`src/rtl/bafd_queue.sv`:
```
`default_nettype none
module bafd_queue #(
	parameter int unsigned WIDTH = 8,
	parameter int unsigned DEPTH = 4
) (
	input  wire logic             clk,
	input  wire logic             arst_n,
	input  wire logic             push_valid,
	output logic                  push_ready,
	input  wire logic [WIDTH-1:0] push_data,
	output logic                  pop_valid,
	input  wire logic             pop_ready,
	output logic [WIDTH-1:0]      pop_data
);

	localparam int unsigned PTR_W = (DEPTH > 1) ? $clog2(DEPTH) : 1;
	localparam int unsigned CNT_W = $clog2(DEPTH + 1);
	localparam logic [PTR_W-1:0] LAST = PTR_W'(DEPTH - 1);

	logic [WIDTH-1:0] mem_q [DEPTH];
	logic [PTR_W-1:0] wr_ptr_q;
	logic [PTR_W-1:0] rd_ptr_q;
	logic [CNT_W-1:0] count_q;
	logic             push;
	logic             pop;

	assign push_ready = (count_q != CNT_W'(DEPTH));
	assign pop_valid  = (count_q != '0);
	assign pop_data   = mem_q[rd_ptr_q];
	assign push       = push_valid && push_ready;
	assign pop        = pop_valid && pop_ready;

	always_ff @(posedge clk) begin
		if (push) begin
			mem_q[wr_ptr_q] <= push_data;
		end
	end

	always_ff @(posedge clk or negedge arst_n) begin
		if (!arst_n) begin
			wr_ptr_q <= '0;
			rd_ptr_q <= '0;
			count_q  <= '0;
		end else begin
			if (push) begin
				wr_ptr_q <= (wr_ptr_q == LAST) ? '0 : wr_ptr_q + 1'b1;
			end
			if (pop) begin
				rd_ptr_q <= (rd_ptr_q == LAST) ? '0 : rd_ptr_q + 1'b1;
			end
			if (push && !pop) begin
				count_q <= count_q + 1'b1;
			end else if (pop && !push) begin
				count_q <= count_q - 1'b1;
			end
		end
	end

	assert property (@(posedge clk) disable iff (!arst_n) count_q <= CNT_W'(DEPTH))
		else $error("queue count overflow");

endmodule
`default_nettype wire

```
`config.mk`:
```
export PLATFORM = sky130hd
export DESIGN_NAME = bafd_queue
export DESIGN_NICKNAME = d
export VERILOG_FILES = /design/src/rtl/bafd_queue.sv
export SDC_FILE = /design/constraint.sdc
export NUM_CORES = 1
export LEC_CHECK = 0
export BUFFER_PORTS_ARGS = -buffer_cell sky130_fd_sc_hd__clkbuf_2
export CAP_MARGIN = 0
export CORE_ASPECT_RATIO = 0.8
export CORE_MARGIN = 1
export CORE_UTILIZATION = 25
export DETAILED_ROUTE_END_ITERATION = 7
export GPL_ROUTABILITY_DRIVEN = 0
export PLACE_DENSITY = 0.49
export SLEW_MARGIN = 20
export SYNTH_ARGS = -nofsm -noshare
export SYNTH_HDL_FRONTEND = slang
export SYNTH_SLANG_ARGS = --single-unit
```
`constraint.sdc`:
```
create_clock -name clk -period 3.6 [get_ports clk]
set_input_delay 0.36 -clock clk [delete_from_list [all_inputs] [get_ports clk]]
set_output_delay 0.36 -clock clk [all_outputs]
set_load 0.05 [all_outputs]
```
==> impl_metrics.json <==
{
  "status": "finished, final reports clean",
  "portBuffers": 21,
  "path_clk_slew_ns": 0.07,
  "finalHoldViolations": 0,
  "async_reset_ff_frac": 0.179,
  "ctsResizeCount": 0,
  "setup_tns_ns": 0,
  "fmax_ghz": 0.446,
  "p_leak_nw": 0.704,
  "min_period_over_period": 0.623,
  "coreArea_um2": 6040,
  "dp_hpwl_mm": 1.81,
  "fp-row-count": 25,
  "synth_edf_count": 32,
  "ys_warn_count": 0,
  "powerDensity_nw_per_um2": 881,
  "htree_levels": 2,
  "synth_seq_cells": 39,
  "synth.mux.area_fraction": 0.153,
  "vdd_drop_max_mv": 0.310,
  "cts_tree": "yes",
  "n_antenna_cell": 0,
  "num_vias": 779,
  "synth_top_area_share": 0.603,
  "synth.distinct_cells": 18,
  "clock-sinks": 39,
  "final_cell_count_no_fill": 187,
  "hold_class": "input pin to flip-flop",
  "synth_area_leaders": "edfxtp_1 (60%), mux4_2 (11%), dfrtp_1 (11%)",
  "grt_pass1_wl_mm": 3.98,
  "start_util": 0.264,
  "fp.dieW_um": 91.3,
  "drt-total-wl_mm": 2.54,
  "tightest_slew_ns": 0.611,
  "grt_pass1_vias": 789,
  "grt.total_usage": 0.0854,
  "fillers": 595,
  "ys_top_cells_by_count": "edfxtp_1 (32), mux4_2 (8), dfrtp_1 (7), ha_1 (6), and3_2 (4)",
  "maxSlewViolCount": 0,
  "dieHeight_um": 73.4,
  "synth.most_common_cell": "edfxtp_1",
  "drcViolationCount": 0,
  "synth_ff_type": "edfxtp_1",
  "synth_top_family_by_area": "multiplexers",
  "synth.largest_area_cell": "edfxtp_1",
  "ys_seq_area_frac": 0.713,
  "routed_via_density": 4.17,
  "antenna_found_initial": 0,
  "yosys.area_share.adder": 0.0597,
  "cp_max_fo": 11,
  "syn_inst": 78,
  "worstPathRequired_ns": 3.24,
  "die_area_um2": 6700,
  "drt-wirelength-per-cell_um": 13.6,
  "r2r_setup_slack_ns": 1.40,
  "cts_made_buffers": 5,
  "fin_crit_ns": 2.24,
  "drt_iter0_markers": 33,
  "nets": 124,
  "cts-root-buf": "clkbuf_8",
  "cts_setup_buffers": 0,
  "synth_area_um2": 1590,
  "yosys.area_share.simple": 0.0455,
  "multi_input_area_um2": 438,
  "synth.avg_cell_area_um2": 20.4,
  "io-pin-count": 22,
  "cts.path.max_buffers": 2,
  "clock_latency_ns": 0.29,
  "place_inst": 178,
  "overflow": 0,
  "area_growth_pct": 18.4,
  "synth_nets": 97,
  "critPathLaunchType": "flip-flop",
  "fin_skew_ns": 0.00425,
  "synth-compound-area-share": 0,
  "synth-xor-area-share": 0.0165,
  "setup_viol": 0,
  "grt_max_degree": 13,
  "register_area_um2": 1140,
  "drv_cap": 0,
  "maxSlewHeadroom": 0.593,
  "drive_gt1_frac": 0.453,
  "dr.pass1.iters": 4,
  "path_class": "flip-flop to output port",
  "worstPathArrival_ns": 1.88,
  "ant_nets": 0,
  "critPathCaptureType": "output port",
  "rsz0062_at_grt": "no"
}
## area by class of cell
class	count	area share
Clock inverter	2	0.00663
Inverter	3	0.00597
Multi-Input combinational cell	34	0.232
Sequential cell	39	0.602
Tap cell	81	0.0537
Clock buffer	6	0.0385
Timing Repair Buffer	22	0.0610
## sequential cells by signal, indices dropped and copies added (netlist names)
| register | flops |
|---|---|
| count_q | 3 |
| mem_q | 32 |
| wr_ptr_q | 2 |
| rd_ptr_q | 2 |
## cells by family (layout without fill, tap and decap cells)
kind of cell,Yosys count,after routing
xor gates and xnor gates,3,3
adders and majority gates,7,7
buffers and inverters,5,33
DFF,39,39
muxes,13,13
and+or+nand+nor,11,11
## routing by layer
layer | global-route usage | vias to the layer above | routed length (um)
li1 | - | 357 | -
met3 | 0.0311 | 5 | 135
met2 | 0.139 | 22 | 1300
met4 | 0.0370 | 0 | 31
met1 | 0.104 | 395 | 1070
met5 | 0 | - | 0
## where the power goes
part | leakage (nW) | internal [mW] | total [mW] | switching (mW)
Combinational | 0.287 | 0.258 | 0.673 | 0.415
Clock | 0.0412 | 0.135 | 0.278 | 0.143
Sequential | 0.375 | 0.611 | 0.711 | 0.101
## final timing paths
| kind | from | to | depth (start not counted) |
|---|---|---|---|
| setup / recovery | rd_ptr_q[0] | pop_data[0] | 2 |
| hold reg to reg | count_q[2] | count_q[2] | 1 |
| hold / removal | push_data[1] | mem_q[2][1] | 1 |
| max in group asynchronous | arst_n | rd_ptr_q[1] | 2 |
| setup reg to reg | count_q[0] | count_q[2] | 8 |
| min in group asynchronous | arst_n | count_q[2] | 2 |
## metrics by stage
stage / hold slack (ns) / power [mW] / instance area [um2] / utilization / setup slack (ns)
after floorplan: 0.0644 / 1.26 / 1590 / - / 1.33
after global placement: 0.208 / 1.40 / 1790 / 0.297 / 1.44
after detailed placement: 0.211 / 1.42 / 1790 / 0.297 / 1.40
after CTS: 0.281 / 1.70 / 1890 / 0.313 / 1.28
after global routing: 0.275 / 1.77 / 1890 / 0.313 / 1.22
final: 0.291 / 1.66 / 1890 / 0.313 / 1.36
## repair_timing
action | 4_1_cts | 5_1_grt
hold buffers | 1 | 0
setup endpoints to repair | 0 | 0
endpoints found under the hold margin | 7 | 0
## layout by cell type, fill, tap and decap left out, drive strengths merged
cell type    count
nand2            1
inv              3
and3             4
edfxtp          32
fa               1
or3b             1
dfrtp            7
or3              1
clkinvlp         1
clkinv           1
ha               6
and2             1
xnor2            1
mux4             8
mux2             5
clkbuf          27
dlygate4sd3      1
nor2             3
xor2             2
## critical path, stage by stage, from the launching register on
cell and delay, ns:
dfrtp_1 0.73, mux4_2 0.60, clkbuf_2 0.25
(Power assumes the default switching activity.)
