$ cat config.mk
export PLATFORM = sky130hd
export DESIGN_NAME = bafd_front
export DESIGN_NICKNAME = d
export VERILOG_FILES = /design/src/rtl/bafd_pkg.sv /design/src/rtl/bafd_front.sv
export SDC_FILE = /design/constraint.sdc
export NUM_CORES = 1
export LEC_CHECK = 0
export BUFFER_PORTS_ARGS = -buffer_cell sky130_fd_sc_hd__clkbuf_2
export CAP_MARGIN = 20
export CORE_ASPECT_RATIO = 0.5
export CORE_MARGIN = 4
export CORE_UTILIZATION = 55
export CTS_CLUSTER_DIAMETER = 150
export CTS_CLUSTER_SIZE = 10
export DETAILED_ROUTE_END_ITERATION = 10
export PLACE_DENSITY = 0.81
export SLEW_MARGIN = 20
export SYNTH_ARGS = -nofsm -noshare
export SYNTH_HDL_FRONTEND = slang
export SYNTH_SLANG_ARGS = --single-unit
$ cat constraint.sdc
create_clock -name clk -period 6.7 [get_ports clk]
set_input_delay 0.335 -clock clk [delete_from_list [all_inputs] [get_ports clk]]
set_output_delay 0.335 -clock clk [all_outputs]
set_load 0.01 [all_outputs]
$ cat src/rtl/bafd_pkg.sv
`default_nettype none
package bafd_pkg;

	typedef enum logic {
		REG_STEP_RATIO    = 1'b0,
		REG_INVERSE_RATIO = 1'b1
	} cfg_reg_t;

	typedef struct packed {
		logic restart;
		logic emit;
	} item_ctl_t;

	localparam int unsigned RATIO_INT_BITS = 8;
	localparam int unsigned QUEUE_DEPTH    = 4;

endpackage
`default_nettype wire

$ cat src/rtl/bafd_front.sv
`default_nettype none
module bafd_front import bafd_pkg::*; #(
	parameter int unsigned SAMPLE_BITS   = 16,
	parameter int unsigned FRACTION_BITS = 16
) (
	input  wire logic                                      clk,
	input  wire logic                                      arst_n,
	input  wire logic [FRACTION_BITS+RATIO_INT_BITS-1:0]   step_ratio,
	input  wire logic                                      in_valid,
	output logic                                           in_ready,
	input  wire logic signed [SAMPLE_BITS-1:0]             sample,
	input  wire logic                                      restart,
	output logic                                           item_valid,
	input  wire logic                                      item_ready,
	output item_ctl_t                                      item_ctl,
	output logic signed [SAMPLE_BITS-1:0]                  item_sample,
	output logic [FRACTION_BITS:0]                         item_w_a,
	output logic [FRACTION_BITS:0]                         item_w_b
);

	localparam int unsigned STEP_W = FRACTION_BITS + RATIO_INT_BITS;
	localparam int unsigned WT_W   = FRACTION_BITS + 1;
	localparam logic [STEP_W-1:0] ONE        = STEP_W'(1) << FRACTION_BITS;
	localparam logic [STEP_W-1:0] STEP_RESET = STEP_W'(2) << FRACTION_BITS;

	logic [STEP_W-1:0] d_q;
	logic [STEP_W-1:0] eff_step;
	logic [STEP_W-1:0] d_cur;
	logic [STEP_W-1:0] d_rem;
	logic [STEP_W-1:0] d_nxt;
	logic              at_boundary;

	always_comb begin
		eff_step    = (step_ratio < ONE) ? ONE : step_ratio;
		d_cur       = restart ? eff_step : d_q;
		at_boundary = (d_cur <= ONE);
		d_rem       = ONE - d_cur;
		item_ctl.restart = restart;
		item_ctl.emit    = at_boundary;
		if (at_boundary) begin
			item_w_a = d_cur[WT_W-1:0];
			item_w_b = d_rem[WT_W-1:0];
			d_nxt    = eff_step - d_rem;
		end else begin
			item_w_a = ONE[WT_W-1:0];
			item_w_b = '0;
			d_nxt    = d_cur - ONE;
		end
	end

	assign item_valid  = in_valid;
	assign in_ready    = item_ready;
	assign item_sample = sample;

	always_ff @(posedge clk or negedge arst_n) begin
		if (!arst_n) begin
			d_q <= STEP_RESET;
		end else if (in_valid && in_ready) begin
			d_q <= d_nxt;
		end
	end

	// split weights of a boundary sample add up to one unit
	assert property (@(posedge clk) disable iff (!arst_n)
		item_valid && item_ctl.emit |->
			(({1'b0, item_w_a} + {1'b0, item_w_b}) == ONE[WT_W:0]))
		else $error("boundary weights do not sum to one");

	assert property (@(posedge clk) disable iff (!arst_n) d_q != '0)
		else $error("boundary distance reached zero");

	assert property (@(posedge clk) disable iff (!arst_n)
		in_valid && in_ready && !item_ctl.emit |=> d_q == $past(d_cur) - ONE)
		else $error("phase did not advance by one unit");

endmodule
`default_nettype wire

==> results.py <==
metrics = {
    "run_status": {
        "status": "finished, final reports clean",
    },
    "setup_path": {
        "required_ns": 6.84,
        "end_kind": "flop",
        "cp_data_arrival_time_ns": 5.34,
        "cp-start-kind": "input port",
        "worstPathMaxFanout": 18,
        "path_class": "in2reg",
    },
    "synthesis": {
        "synthMuxAreaShare_pct": 6.057,
        "synth_compound_area_share_pct": 23.05,
        "yosys_warnings": 0,
        "yosys.area_share.xor_xnor_pct": 10.71,
        "synth_cell_type_count": 69,
        "syn_area_um2": 3842,
        "synth_fa_ha_area_share_pct": 8.792,
        "synth_top_flop_cell": "dfrtp_1",
        "syn_nets": 607,
        "ys_seq_area_share_pct": 15.66,
        "avgSynthCellArea_um2": 7.182,
        "ys_seq_elements": 24,
        "syn_inst": 535,
        "synth_edf_count": 0,
        "yosys.area_share.simple_pct": 27.45,
        "synth_top_family_by_area": "simple AND/OR/NAND/NOR gates",
        "synthArstFlopShare_pct": 100.0,
    },
    "timing": {
        "fin_crit_ns": 5.201,
        "setup_slack_ns": 1.499,
        "rsz0062_at_grt": "false",
        "skew_ns": 0.008780,
        "post-route-period-util_pct": 77.63,
        "tightest_slew_ns": 1.075,
        "fin_tns_setup_ns": 0,
        "report.final.slew_viol_count": 0,
        "fmax_mhz": 192.3,
        "setup_viol": 0,
        "slew_headroom_pct": 28.15,
        "hold_violations": 0,
    },
    "cts": {
        "cts-hold-fix-buffers": 0,
        "post_cts_resized": 0,
        "cts_root_buf": "clkbuf_16",
        "cts_buffer_depth": 2,
        "cts_buffers": 3,
        "cts_setup_buffers": 0,
        "cts_num_sinks": 24,
        "clock_latency_ns": 0.28,
        "htreeDepth": 1,
        "cts_tree": "yes",
        "cts.clk_slew.worst_paths_ns": 0.08,
    },
    "grt": {
        "grt_max_degree": 47,
        "grt_pass1_wl_um": 18000,
        "grt_use_total_pct": 26.12,
        "antenna_found_initial": 0,
        "grt_pass1_vias": 3656,
        "grt_overflow": 0,
    },
    "detailed_routing": {
        "drt-wirelength-per-cell_um": 17.07,
        "ant_nets": 0,
        "drt_first_pass_iters": 5,
        "vias": 4013,
        "drt-initial-drc-count": 429,
        "viasPerCell": 6.136,
        "remaining_drc_errors": 0,
        "drt_wl_total_um": 11170,
    },
    "place": {
        "dp_cells": 650,
        "io_buffer_count": 66,
        "place_ws_ns": 1.491,
        "gp_congestion": 1.030,
        "dp_hpwl_um": 8264,
    },
    "final_layout": {
        "area_growth_pct": 8.303,
        "drive_gt1_share_pct": 17.44,
        "largest_register_ffs": 24,
        "finalNetCount": 635,
        "fill_cells": 643,
        "diodes": 0,
        "instances_no_fill": 654,
        "top_regs": "d_q: 24 flops",
        "top_register": "d_q",
    },
    "pwr": {
        "ir_drop_mv": 0.1130,
        "p_switching_uw": 356.1,
        "power.density_nw_per_um2": 200.9,
        "pwr-share-comb_pct": 54.0,
        "clkPwrFrac_pct": 22.2,
        "power.internal_uw": 479.8,
        "sw_frac_of_total_pct": 42.60,
        "p_seq_share_pct": 23.7,
        "power.total_uw": 836.0,
        "leakage_nw": 1.898,
    },
    "floorplan": {
        "dieArea_um2": 8469,
        "core-area_um2": 6726,
        "io_pins": 99,
        "rows": 21,
        "die_h_um": 67.11,
        "initial_core_util_pct": 57.12,
        "chipWidth_um": 126.2,
    },
    "flow_run": {
        "cap_violations": 0,
    },
    "worst_hold_path": {
        "hold_class": "in2async",
    },
}
[synth_stat cells (6+ instances only)]
master | instances | area [um^2]
inv_1 | 13 | 48.80
a21o_1 | 13 | 97.59
dfrtp_1 | 23 | 575.6
xnor2_1 | 30 | 262.8
nor2b_1 | 9 | 56.30
buf_4 | 21 | 157.7
nor2_1 | 79 | 296.5
xor2_1 | 17 | 148.9
and2_1 | 17 | 106.4
mux2i_1 | 21 | 210.2
o21ai_0 | 31 | 155.2
a21oi_1 | 39 | 195.2
clkbuf_1 | 19 | 71.32
and3_1 | 6 | 37.54
nor3_1 | 17 | 85.08
nand2_1 | 48 | 180.2
ha_1 | 27 | 337.8
nand3_1 | 9 | 45.04
[kinds of logic after synthesis]
| logic type | after synthesis |
|---|---|
| buf+inv | 61 |
| flops | 24 |
| compound gates | 138 |
| fa+ha+maj | 27 |
| xor+xnor | 47 |
| mux | 23 |
| simple gates | 215 |
[final cells by class]
class	instances	area (um^2)	area share, %
multi-input cells	450	2930	70.41
flip-flops and latches	24	601.8	14.46
repair buffers	69	352.8	8.479
well taps	92	115.1	2.766
clock buffers	3	75.07	1.804
inverters	15	56.30	1.353
clock inverters	1	30.03	0.7216
[metal layers]
layer / global-route usage (%) / up-vias / part of all wire [%]
met4: 6.818 / 0 / 1.5
met2: 43.78 / 195 / 45
met5: 0 / - / 0
li1: - / 1919 / -
met3: 3.203 / 24 / 8.2
met1: 36.06 / 1875 / 46
[power groups by stage]
stage	registers [mW]	clock network [mW]	logic, mW
6_report	0.198	0.186	0.452
5_1_grt	0.203	0.189	0.501
4_1_cts	0.197	0.182	0.442
2_1_floorplan	0.192	0	0.357
3_3_place_gp	0.200	0	0.432
3_5_place_dp	0.200	0	0.438
[per-stage QoR]
step	area, um^2	utilization (%)	hold WS (ns)
final	4161	61.87	0.1025
after global routing	4161	61.87	0.1557
after CTS	4161	61.87	0.1331
after detailed placement	4056	60.31	0.4170
after global placement	4056	60.31	0.4097
after floorplan	3842	-	0.03941
[worst max-delay path: stages]
cell,delay [ns]
clkbuf_2,0.16
nor4_2,0.52
nand2_1,0.53
and2_1,0.37
mux2_2,0.35
or2_2,0.36
xor2_1,0.19
ha_1,0.41
nand3_1,0.15
o311ai_0,0.76
a311oi_1,0.21
o21ai_0,0.33
nand2_1,0.14
o21ai_0,0.26
xnor2_1,0.14
o21ai_0,0.10
[layout by cell type (no fill, tap or decap), types with 6 or more instances in the layout]
| cell type | n |
|---|---|
| nand3_1 | 9 |
| ha_1 | 27 |
| and3_1 | 6 |
| mux2i_1 | 21 |
| xnor2_1 | 30 |
| a21oi_1 | 39 |
| nor3_1 | 17 |
| o21ai_0 | 31 |
| dfrtp_1 | 23 |
| nand2_1 | 48 |
| xor2_1 | 17 |
| clkbuf_2 | 66 |
| nor2b_1 | 9 |
| inv_1 | 13 |
| and2_1 | 17 |
| nor2_1 | 79 |
| a21o_1 | 13 |
[worst paths after layout]
kind                       depth (start not counted)                  end  slack [ns]                start
max                                               16  d_q[22]$_DFFE_PN0P_        1.50       step_ratio[18]
min                                                1   d_q[2]$_DFFE_PN0P_        0.10               arst_n
max reg2reg                                       15  d_q[22]$_DFFE_PN0P_        2.09   d_q[1]$_DFFE_PN0P_
min reg2reg                                        2  d_q[17]$_DFFE_PN1P_        0.49  d_q[17]$_DFFE_PN1P_
max in group asynchronous                          1  d_q[16]$_DFFE_PN0P_        6.12               arst_n
min in group clk                                   2  d_q[17]$_DFFE_PN1P_        0.49  d_q[17]$_DFFE_PN1P_
Note: power is estimated with default switching activity, not from simulation.
